File: src/hdl/ipv_pkg.sv
`timescale 1ns / 1ps
// ----------------------------------------------------------------------------
// ipv_pkg: shared types and constants of the address text validator
// Holds the character class record passed from classifier to evaluator,
// the verdict codes and the separator and group limits.
// ----------------------------------------------------------------------------
package ipv_pkg;

	// separator characters
	localparam logic [7:0] CHAR_DOT   = 8'h2E;
	localparam logic [7:0] CHAR_COLON = 8'h3A;
	localparam logic [7:0] CHAR_ZERO  = 8'h30;

	// address form limits
	localparam int unsigned V4_DOTS      = 3;
	localparam int unsigned V6_COLONS    = 7;
	localparam int unsigned V4_GROUP_MAX = 3;
	localparam int unsigned V6_GROUP_MAX = 4;
	localparam int unsigned V4_LIMIT     = 256;
	localparam int unsigned LEN_SAT      = 5;
	localparam int unsigned DOT_SAT      = 7;
	localparam int unsigned COLON_SAT    = 15;

	// default depth of the queue between classifier and evaluator
	localparam int unsigned QUEUE_DEPTH = 2;

	// verdict codes
	typedef enum logic [1:0] {
		VERDICT_NONE = 2'd0,
		VERDICT_V4   = 2'd1,
		VERDICT_V6   = 2'd2
	} verdict_t;

	// classified character
	typedef struct packed {
		logic       is_dot;
		logic       is_colon;
		logic       is_dec;
		logic       is_hex;
		logic       is_zero;
		logic [3:0] digit;
		logic       last;
	} char_class_t;

endpackage

File: src/hdl/ipv_char_if.sv
`timescale 1ns / 1ps
// ----------------------------------------------------------------------------
// ipv_char_if: character channel
// Valid/ready channel carrying one text byte and its end-of-text flag.
// ----------------------------------------------------------------------------
interface ipv_char_if;
	logic       valid;
	logic       ready;
	logic [7:0] char_code;
	logic       end_of_text;

	modport source (output valid, output char_code, output end_of_text, input ready);
	modport sink (input valid, input char_code, input end_of_text, output ready);
endinterface

File: src/hdl/ipv_verdict_if.sv
`timescale 1ns / 1ps
// ----------------------------------------------------------------------------
// ipv_verdict_if: verdict channel
// Valid/ready channel carrying one 2-bit address verdict.
// ----------------------------------------------------------------------------
interface ipv_verdict_if;
	logic       valid;
	logic       ready;
	logic [1:0] verdict;

	modport source (output valid, output verdict, input ready);
	modport sink (input valid, input verdict, output ready);
endinterface

File: src/hdl/ipv_front.sv
`timescale 1ns / 1ps
// ----------------------------------------------------------------------------
// ipv_front: character classifier
// Accepts text characters and tags each as separator, decimal digit or hex
// digit before handing it to the queue.
// ----------------------------------------------------------------------------
module ipv_front (
	ipv_char_if.sink              chars,
	input  logic                  queue_ready,
	output logic                  push,
	output ipv_pkg::char_class_t  push_item
);

	// accept whenever the queue has room
	assign chars.ready = queue_ready;
	assign push        = chars.valid & queue_ready;

	// classify the byte
	always_comb begin
		push_item.is_dot   = (chars.char_code == ipv_pkg::CHAR_DOT);
		push_item.is_colon = (chars.char_code == ipv_pkg::CHAR_COLON);
		push_item.is_dec   = chars.char_code inside {[8'h30:8'h39]};
		push_item.is_hex   = chars.char_code inside {[8'h30:8'h39], [8'h41:8'h46],
			[8'h61:8'h66]};
		push_item.is_zero  = (chars.char_code == ipv_pkg::CHAR_ZERO);
		push_item.digit    = chars.char_code[3:0];
		push_item.last     = chars.end_of_text;
	end

endmodule

File: src/hdl/ipv_queue.sv
`timescale 1ns / 1ps
// ----------------------------------------------------------------------------
// ipv_queue: classified character queue
// Small register FIFO that decouples the classifier from the evaluator.
// ----------------------------------------------------------------------------
module ipv_queue #(
	parameter int unsigned DEPTH = ipv_pkg::QUEUE_DEPTH
) (
	input  logic                  clk,
	input  logic                  arst_n,
	input  logic                  push,
	input  ipv_pkg::char_class_t  push_item,
	output logic                  push_ready,
	input  logic                  pop,
	output logic                  pop_valid,
	output ipv_pkg::char_class_t  pop_item
);

	localparam int unsigned PTR_W = (DEPTH > 1) ? $clog2(DEPTH) : 1;
	localparam int unsigned CNT_W = $clog2(DEPTH + 1);
	localparam logic [PTR_W-1:0] LAST_PTR = PTR_W'(DEPTH - 1);
	localparam logic [CNT_W-1:0] FULL_CNT = CNT_W'(DEPTH);

	ipv_pkg::char_class_t entry_q [DEPTH];
	logic [PTR_W-1:0] wr_ptr_q;
	logic [PTR_W-1:0] rd_ptr_q;
	logic [CNT_W-1:0] count_q;

	assign push_ready = (count_q != FULL_CNT);
	assign pop_valid  = (count_q != '0);
	assign pop_item   = entry_q[rd_ptr_q];

	// store incoming entries
	always_ff @(posedge clk) begin
		if (push) begin
			entry_q[wr_ptr_q] <= push_item;
		end
	end

	// advance pointers and occupancy
	always_ff @(posedge clk or negedge arst_n) begin
		if (!arst_n) begin
			wr_ptr_q <= '0;
			rd_ptr_q <= '0;
			count_q  <= '0;
		end else begin
			if (push) begin
				wr_ptr_q <= (wr_ptr_q == LAST_PTR) ? '0 : wr_ptr_q + 1'b1;
			end
			if (pop) begin
				rd_ptr_q <= (rd_ptr_q == LAST_PTR) ? '0 : rd_ptr_q + 1'b1;
			end
			if (push && !pop) begin
				count_q <= count_q + 1'b1;
			end else if (pop && !push) begin
				count_q <= count_q - 1'b1;
			end
		end
	end

endmodule

File: src/hdl/ipv_back.sv
`timescale 1ns / 1ps
// ----------------------------------------------------------------------------
// ipv_back: address evaluator
// Pops classified characters, tracks group and separator state and loads
// the verdict register on the final character of each string.
// ----------------------------------------------------------------------------
module ipv_back (
	input  logic                  clk,
	input  logic                  arst_n,
	input  logic                  pop_valid,
	input  ipv_pkg::char_class_t  pop_item,
	output logic                  pop,
	ipv_verdict_if.source         result
);

	logic [2:0] group_len_q;
	logic [9:0] group_val_q;
	logic       all_dec_q;
	logic       starts_zero_q;
	logic [2:0] dot_total_q;
	logic [3:0] colon_total_q;
	logic       v4_ok_q;
	logic       v6_ok_q;
	logic       out_valid_q;
	ipv_pkg::verdict_t verdict_q;

	logic [2:0] group_len_d;
	logic [9:0] group_val_d;
	logic       all_dec_d;
	logic       starts_zero_d;
	logic [2:0] dot_total_d;
	logic [3:0] colon_total_d;
	logic       v4_ok_d;
	logic       v6_ok_d;
	logic       grp_v4_q_ok;
	logic       grp_v6_q_ok;
	logic       grp_v4_d_ok;
	logic       grp_v6_d_ok;
	ipv_pkg::verdict_t verdict_d;

	function automatic logic group_v4_ok(input logic [2:0] len, input logic [9:0] val,
		input logic all_dec, input logic sz);
		logic ok;
		ok = (len >= 3'd1) && (len <= 3'(ipv_pkg::V4_GROUP_MAX)) && all_dec &&
			(val < 10'(ipv_pkg::V4_LIMIT)) && !(sz && (len > 3'd1));
		return ok;
	endfunction

	function automatic logic group_v6_ok(input logic [2:0] len);
		return (len >= 3'd1) && (len <= 3'(ipv_pkg::V6_GROUP_MAX));
	endfunction

	// take plain characters freely; a final character waits for the verdict register
	assign pop = pop_valid && (!pop_item.last || !out_valid_q || result.ready);

	assign result.valid   = out_valid_q;
	assign result.verdict = verdict_q;

	// close the current group against both forms
	assign grp_v4_q_ok = group_v4_ok(group_len_q, group_val_q, all_dec_q, starts_zero_q);
	assign grp_v6_q_ok = group_v6_ok(group_len_q);

	// apply one character to the running state
	always_comb begin
		group_len_d   = group_len_q;
		group_val_d   = group_val_q;
		all_dec_d     = all_dec_q;
		starts_zero_d = starts_zero_q;
		dot_total_d   = dot_total_q;
		colon_total_d = colon_total_q;
		v4_ok_d       = v4_ok_q;
		v6_ok_d       = v6_ok_q;
		if (pop_item.is_dot) begin
			v4_ok_d       = v4_ok_q & grp_v4_q_ok;
			v6_ok_d       = 1'b0;
			dot_total_d   = (dot_total_q == 3'(ipv_pkg::DOT_SAT)) ? dot_total_q :
				dot_total_q + 3'd1;
			group_len_d   = '0;
			group_val_d   = '0;
			all_dec_d     = 1'b1;
			starts_zero_d = 1'b0;
		end else if (pop_item.is_colon) begin
			v6_ok_d       = v6_ok_q & grp_v6_q_ok;
			v4_ok_d       = 1'b0;
			colon_total_d = (colon_total_q == 4'(ipv_pkg::COLON_SAT)) ? colon_total_q :
				colon_total_q + 4'd1;
			group_len_d   = '0;
			group_val_d   = '0;
			all_dec_d     = 1'b1;
			starts_zero_d = 1'b0;
		end else begin
			if ((group_len_q == 3'd0) && pop_item.is_zero) begin
				starts_zero_d = 1'b1;
			end
			if (group_len_q != 3'(ipv_pkg::LEN_SAT)) begin
				group_len_d = group_len_q + 3'd1;
			end
			if (!pop_item.is_dec) begin
				all_dec_d = 1'b0;
			end else if (group_len_d <= 3'(ipv_pkg::V4_GROUP_MAX)) begin
				// value stays below 1000 within three digits
				group_val_d = {group_val_q[6:0], 3'b000} + {group_val_q[8:0], 1'b0} +
					{6'd0, pop_item.digit};
			end
			if (!pop_item.is_hex) begin
				v6_ok_d = 1'b0;
			end
		end
	end

	// judge the whole string on its final character
	assign grp_v4_d_ok = group_v4_ok(group_len_d, group_val_d, all_dec_d, starts_zero_d);
	assign grp_v6_d_ok = group_v6_ok(group_len_d);

	always_comb begin
		if (v4_ok_d && grp_v4_d_ok && (dot_total_d == 3'(ipv_pkg::V4_DOTS)) &&
			(colon_total_d == 4'd0)) begin
			verdict_d = ipv_pkg::VERDICT_V4;
		end else if (v6_ok_d && grp_v6_d_ok && (colon_total_d == 4'(ipv_pkg::V6_COLONS)) &&
			(dot_total_d == 3'd0)) begin
			verdict_d = ipv_pkg::VERDICT_V6;
		end else begin
			verdict_d = ipv_pkg::VERDICT_NONE;
		end
	end

	// update string state; clear it after the final character
	always_ff @(posedge clk or negedge arst_n) begin
		if (!arst_n) begin
			group_len_q   <= '0;
			group_val_q   <= '0;
			all_dec_q     <= 1'b1;
			starts_zero_q <= 1'b0;
			dot_total_q   <= '0;
			colon_total_q <= '0;
			v4_ok_q       <= 1'b1;
			v6_ok_q       <= 1'b1;
		end else if (pop) begin
			if (pop_item.last) begin
				group_len_q   <= '0;
				group_val_q   <= '0;
				all_dec_q     <= 1'b1;
				starts_zero_q <= 1'b0;
				dot_total_q   <= '0;
				colon_total_q <= '0;
				v4_ok_q       <= 1'b1;
				v6_ok_q       <= 1'b1;
			end else begin
				group_len_q   <= group_len_d;
				group_val_q   <= group_val_d;
				all_dec_q     <= all_dec_d;
				starts_zero_q <= starts_zero_d;
				dot_total_q   <= dot_total_d;
				colon_total_q <= colon_total_d;
				v4_ok_q       <= v4_ok_d;
				v6_ok_q       <= v6_ok_d;
			end
		end
	end

	// hold the verdict until the transaction completes
	always_ff @(posedge clk or negedge arst_n) begin
		if (!arst_n) begin
			out_valid_q <= 1'b0;
		end else if (pop && pop_item.last) begin
			out_valid_q <= 1'b1;
		end else if (result.ready) begin
			out_valid_q <= 1'b0;
		end
	end

	always_ff @(posedge clk) begin
		if (pop && pop_item.last) begin
			verdict_q <= verdict_d;
		end
	end

	// a verdict only appears after a final character was taken
	a_verdict_source: assert property (@(posedge clk) disable iff (!arst_n)
		$rose(out_valid_q) |-> $past(pop && pop_item.last))
		else $error("verdict raised without a final character");

	// state returns to its cleared form after a final character
	a_state_cleared: assert property (@(posedge clk) disable iff (!arst_n)
		(pop && pop_item.last) |=> (group_len_q == 3'd0) && (dot_total_q == 3'd0) &&
		(colon_total_q == 4'd0) && v4_ok_q && v6_ok_q)
		else $error("string state not cleared after final character");

	// mixed separators rule out both forms
	a_mixed_sep: assert property (@(posedge clk) disable iff (!arst_n)
		((dot_total_q != 3'd0) && (colon_total_q != 4'd0)) |-> (!v4_ok_q && !v6_ok_q))
		else $error("mixed separators left a form open");

	// an empty group carries no digit history
	a_empty_group: assert property (@(posedge clk) disable iff (!arst_n)
		(group_len_q == 3'd0) |-> ((group_val_q == 10'd0) && all_dec_q && !starts_zero_q))
		else $error("empty group holds stale digit state");

endmodule

File: src/hdl/ip_address_text_validator.sv
`timescale 1ns / 1ps
// ----------------------------------------------------------------------------
// ip_address_text_validator: IPv4 / IPv6 address text checker
// Reads an address string one character per transaction and returns one
// verdict per string.
// ----------------------------------------------------------------------------
// Usage:
//   chars  : sink channel, one ASCII byte per transaction; end_of_text marks
//            the final character of a string.
//   result : source channel, one verdict per string (0 neither, 1 IPv4,
//            2 IPv6), sent for the transaction that carried end_of_text.
//   Throughput is one character per cycle while the queue has room. A
//   character is classified on entry and held in a QUEUE_DEPTH-entry queue;
//   the evaluator takes one entry per cycle unless a final character waits
//   for the verdict register. The final character passes through the queue
//   register, then the verdict register, before the verdict turns valid.
//   The verdict sits in an output register; while the receiver stalls, the
//   evaluator keeps taking characters until it reaches the next final
//   character, and the queue then fills and chars.ready drops.
//   Reset clears the queue, the string state and the verdict valid flag; the
//   block accepts characters in the first cycle after reset is released.
//   Every string is judged on its own; state clears after each verdict.
// ----------------------------------------------------------------------------
module ip_address_text_validator #(
	parameter int unsigned QUEUE_DEPTH = ipv_pkg::QUEUE_DEPTH
) (
	input  logic           clk,
	input  logic           arst_n,
	ipv_char_if.sink       chars,
	ipv_verdict_if.source  result
);

	logic                 push;
	logic                 push_ready;
	logic                 pop;
	logic                 pop_valid;
	ipv_pkg::char_class_t push_item;
	ipv_pkg::char_class_t pop_item;

	// classify incoming characters
	ipv_front u_front (
		.chars       (chars),
		.queue_ready (push_ready),
		.push        (push),
		.push_item   (push_item)
	);

	// decouple classifier and evaluator
	ipv_queue #(
		.DEPTH (QUEUE_DEPTH)
	) u_queue (
		.clk        (clk),
		.arst_n     (arst_n),
		.push       (push),
		.push_item  (push_item),
		.push_ready (push_ready),
		.pop        (pop),
		.pop_valid  (pop_valid),
		.pop_item   (pop_item)
	);

	// evaluate strings and emit verdicts
	ipv_back u_back (
		.clk       (clk),
		.arst_n    (arst_n),
		.pop_valid (pop_valid),
		.pop_item  (pop_item),
		.pop       (pop),
		.result    (result)
	);

endmodule

File: src/flat_wrapper.sv
// flat-port wrapper written by rule: the top's interface ports become plain ports
module ip_address_text_validator_flat 
#(
	parameter int unsigned QUEUE_DEPTH = ipv_pkg::QUEUE_DEPTH
)
  (clk, arst_n, chars_valid, chars_char_code, chars_end_of_text, chars_ready, result_valid, result_verdict, result_ready);
  ipv_char_if chars_i ();
  ipv_verdict_if result_i ();
  input  logic clk;
  input  logic arst_n;
  input wire logic [$bits(chars_i.valid)-1:0] chars_valid;
  input wire logic [$bits(chars_i.char_code)-1:0] chars_char_code;
  input wire logic [$bits(chars_i.end_of_text)-1:0] chars_end_of_text;
  output wire logic [$bits(chars_i.ready)-1:0] chars_ready;
  output wire logic [$bits(result_i.valid)-1:0] result_valid;
  output wire logic [$bits(result_i.verdict)-1:0] result_verdict;
  input wire logic [$bits(result_i.ready)-1:0] result_ready;
  assign chars_i.valid = chars_valid;
  assign chars_i.char_code = chars_char_code;
  assign chars_i.end_of_text = chars_end_of_text;
  assign chars_ready = chars_i.ready;
  assign result_valid = result_i.valid;
  assign result_verdict = result_i.verdict;
  assign result_i.ready = result_ready;
  ip_address_text_validator #(.QUEUE_DEPTH(QUEUE_DEPTH)) u_core (.clk(clk), .arst_n(arst_n), .chars(chars_i), .result(result_i));
endmodule
File: config.mk
export PLATFORM = sky130hd
export DESIGN_NAME = ip_address_text_validator_flat
export DESIGN_NICKNAME = d
export VERILOG_FILES = /design/src/hdl/ipv_pkg.sv /design/src/hdl/ipv_char_if.sv /design/src/hdl/ipv_verdict_if.sv /design/src/hdl/ipv_front.sv /design/src/hdl/ipv_queue.sv /design/src/hdl/ipv_back.sv /design/src/hdl/ip_address_text_validator.sv /design/src/flat_wrapper.sv
export SDC_FILE = /design/constraint.sdc
export NUM_CORES = 1
export LEC_CHECK = 0
export BUFFER_PORTS_ARGS = -buffer_cell sky130_fd_sc_hd__buf_2
export CAP_MARGIN = 20
export CORE_MARGIN = 2
export CORE_UTILIZATION = 55
export DETAILED_ROUTE_END_ITERATION = 10
export PLACE_DENSITY_LB_ADDON = 0.1
export SLEW_MARGIN = 0
export SYNTH_ARGS = -nofsm -noshare
export SYNTH_HDL_FRONTEND = slang
export SYNTH_HIERARCHICAL = 1
export SYNTH_SLANG_ARGS = --single-unit
File: constraint.sdc
create_clock -name clk -period 4.4 [get_ports clk]
set_clock_uncertainty 0.05 [all_clocks]
set_input_delay 0.66 -clock clk [delete_from_list [all_inputs] [get_ports clk]]
set_output_delay 0.66 -clock clk [all_outputs]
set_load 0.02 [all_outputs]
==> impl_metrics.env <==
export IMPL_outcome="finished clean"
export IMPL_avgViaCountPerCell=5.69
export IMPL_cts_setup_buffers=0
export IMPL_critPathLaunch="u_core/u_queue/rd_ptr_q"
export IMPL_async_flop_share_pct=56.9
export IMPL_crit_family="adder cells"
export IMPL_grt_total_usage_pct=19.5
export IMPL_gr_usage_met1_pct=26.2
export IMPL_synth_area_per_cell_sq_um=11.2
export IMPL_ctsResizeCount=0
export IMPL_die_area_sq_um=6120
export IMPL_ys_flop_type="dfrtp_1"
export IMPL_arrival_ns=3.31
export IMPL_place_gp_congestion=0.856
export IMPL_ctsHoldBuffers=0
export IMPL_layout_nets=319
export IMPL_clk_latency_ns=0.30
export IMPL_p_leak_nw=1.41
export IMPL_crit_required_ns=4.48
export IMPL_cp_end_kind="flop"
export IMPL_finalWirelength_mm=5.60
export IMPL_ant_nets=0
export IMPL_cp_max_fo=5
export IMPL_num_rows=27
export IMPL_rsz0062_at_grt="no"
export IMPL_postPlaceCellArea_sq_um=3130
export IMPL_layout_min_cycle_time_ns=3.23
export IMPL_dieWidth_um=78.2
export IMPL_synth_distinct_cells=59
export IMPL_final_common_cell="dfrtp_1"
export IMPL_grtUsageMet2_pct=33.3
export IMPL_gr_max_usage_layer="met2"
export IMPL_grt_pass1_vias=2026
export IMPL_pin_count=17
export IMPL_drive_gt1_share_pct=17.6
export IMPL_fin_tns_setup_ns=0
export IMPL_grt_start_max_net_pins=30
export IMPL_timing_final_hold_violations=0
export IMPL_first_iter_violations=147
export IMPL_maxCapViolCount=0
export IMPL_cp_slowest_stage_delay_ns=0.53
export IMPL_final_cell_area_sq_um=3250
export IMPL_cts_tree="done"
export IMPL_min_path_type="in -> async"
export IMPL_final_max_slew_viol_count=0
export IMPL_peakVddDrop_uv=348
export IMPL_path_cells="mux2_4 -> inv_1 -> fa_1 -> inv_1 -> fa_1 -> a211oi_2 -> o21bai_1 -> and4_1 -> or3b_1 -> a311oi_1"
export IMPL_synthesis_nets=306
export IMPL_coreArea_sq_um=5410
export IMPL_layout_common_cells="dfrtp_1 (26), edfxtp_1 (22), nand2_1 (21), ha_1 (21), inv_1 (18)"
export IMPL_via_count=2025
export IMPL_yosys_warnings=6
export IMPL_cp_buffers_inverters=2
export IMPL_dr_pass1_iters=4
export IMPL_synth_seq_area_share_pct=45.9
export IMPL_cts_buffer_depth=2
export IMPL_grt_pass1_wl_mm=9.40
export IMPL_io_buffers=16
export IMPL_ys_ff_latch=51
export IMPL_antenna_found_initial=0
export IMPL_num_antenna_cells=0
export IMPL_use_met3_pct=3.10
export IMPL_place_detailed_hpwl_mm=4.10
export IMPL_syn_inst=270
export IMPL_cts_root_buf="clkbuf_8"
export IMPL_initial_core_util_pct=56.1
export IMPL_grt_overflow=0
export IMPL_syn_area_sq_um=3030
export IMPL_wl_per_cell_um=15.7
export IMPL_tightest_slew_ns=0.864
export IMPL_final_setup_viol_count=0
export IMPL_powerDensity_nw_per_um2=584
export IMPL_crit_type="reg -> reg"
export IMPL_start_kind="flop"
export IMPL_die_y_um=78.2
export IMPL_hold_slack_ns=0.338
export IMPL_htreeDepth=2
export IMPL_fmax_ghz=0.310
export IMPL_final_period_utilization_pct=73.4
export IMPL_cp_slowest_cell="fa_1"
export IMPL_clock_sinks=51
export IMPL_clk_pin_slew_worst_paths_ns=0.10
export IMPL_max_slew_margin_rel_pct=42.3
export IMPL_synth_edff_count=22
export IMPL_areaGrowthSynthToFinish_pct=7.35
export IMPL_cts_buffers=5
export IMPL_drc=0
export IMPL_rr_startpoint="u_core/u_queue/rd_ptr_q"
layer usage:
| metal | up-vias | part of all wire [%] |
|---|---|---|
| met1 | 972 | 50 |
| met2 | 31 | 48 |
| li1 | 1020 | - |
| met4 | 0 | 0.43 |
| met5 | - | 0 |
| met3 | 2 | 2.1 |
worst register-to-register path, cell delays in order, from the launching register on:
cell      delay [ns]
dfrtp_1         0.47
mux2_4          0.23
inv_1           0.05
fa_1            0.53
inv_1           0.07
fa_1            0.49
a211oi_2        0.24
o21bai_1        0.11
and4_1          0.20
or3b_1          0.39
a311oi_1        0.24
cell usage after synthesis, drive strengths merged, types with 4 or more instances:
cell type  count  area, sq um
nor4           4         25.0
a22o          11         96.3
a21oi         11         55.1
xor2           4         35.0
nor2          14         52.6
buf            9         68.8
nand3          6         30.0
xnor2         10         87.6
inv           18         67.6
dfrtp         26          651
ha            21          263
nand2b         4         25.0
nand2         22         85.1
o21ai         17         88.8
mux2          12          173
edfxtp        22          661
worst paths after layout:
path                                                    to  slack, ns  cells after the start
max in group asynchronous     u_core/u_back/group_len_q[1]       3.52                      1
setup reg to reg           u_core/u_back/result.verdict[0]       1.17                     10
hold reg to reg                      u_core/u_back/v6_ok_q       0.43                      2
hold / removal                u_core/u_back/group_val_q[5]       0.34                      1
min in group clk                     u_core/u_back/v6_ok_q       0.43                      2
setup / recovery           u_core/u_back/result.verdict[0]       1.17                     10
cell families after synthesis:
family	count (synthesis)	share of synthesized area [%]
compound gates	63	15.4
fa+ha+maj	23	9.99
mux	13	6.03
flops	51	45.9
simple gates	77	14.0
xor+xnor	14	4.04
buf+inv	29	4.75
through the flow:
stage	std cells	setup slack, ns	power [mW]	utilization, %
final	356	1.17	1.90	60.2
after global routing	356	0.990	2.04	60.2
after global placement	348	1.21	1.55	58.0
after floorplan	270	1.27	1.38	-
after detailed placement	348	1.19	1.57	58.0
after CTS	356	1.17	1.91	60.2
state kept, by name, summed over array words and instances (netlist names):
signal	count
u_core/u_queue/rd_ptr_q	1
u_core/u_back/result.valid	1
u_core/u_queue/wr_ptr_q	1
u_core/u_back/group_val_q	10
u_core/u_back/colon_total_q	4
u_core/u_back/group_len_q	3
u_core/u_queue/count_q	2
u_core/u_queue/entry_q	20
u_core/u_back/starts_zero_q	1
u_core/u_back/dot_total_q	3
u_core/u_back/result.verdict	2
u_core/u_back/all_dec_q	1
u_core/u_back/v6_ok_q	1
u_core/u_back/v4_ok_q	1
power breakdown:
group	internal [mW]	switching (mW)	leakage [nW]
combinational	0.330	0.501	0.765
clock	0.187	0.158	0.0618
sequential	0.640	0.0848	0.586
cell type report:
cell class / instances / area (sq um)
Multi-Input combinational cell: 190 / 1500
Tap cell: 72 / 90.1
Fill cell: 464 / 2150
Timing Repair Buffer: 17 / 87.6
Inverter: 18 / 67.6
Clock buffer: 6 / 82.6
Clock inverter: 2 / 38.8
Sequential cell: 51 / 1390
Note: power is estimated with default switching activity, not from simulation.
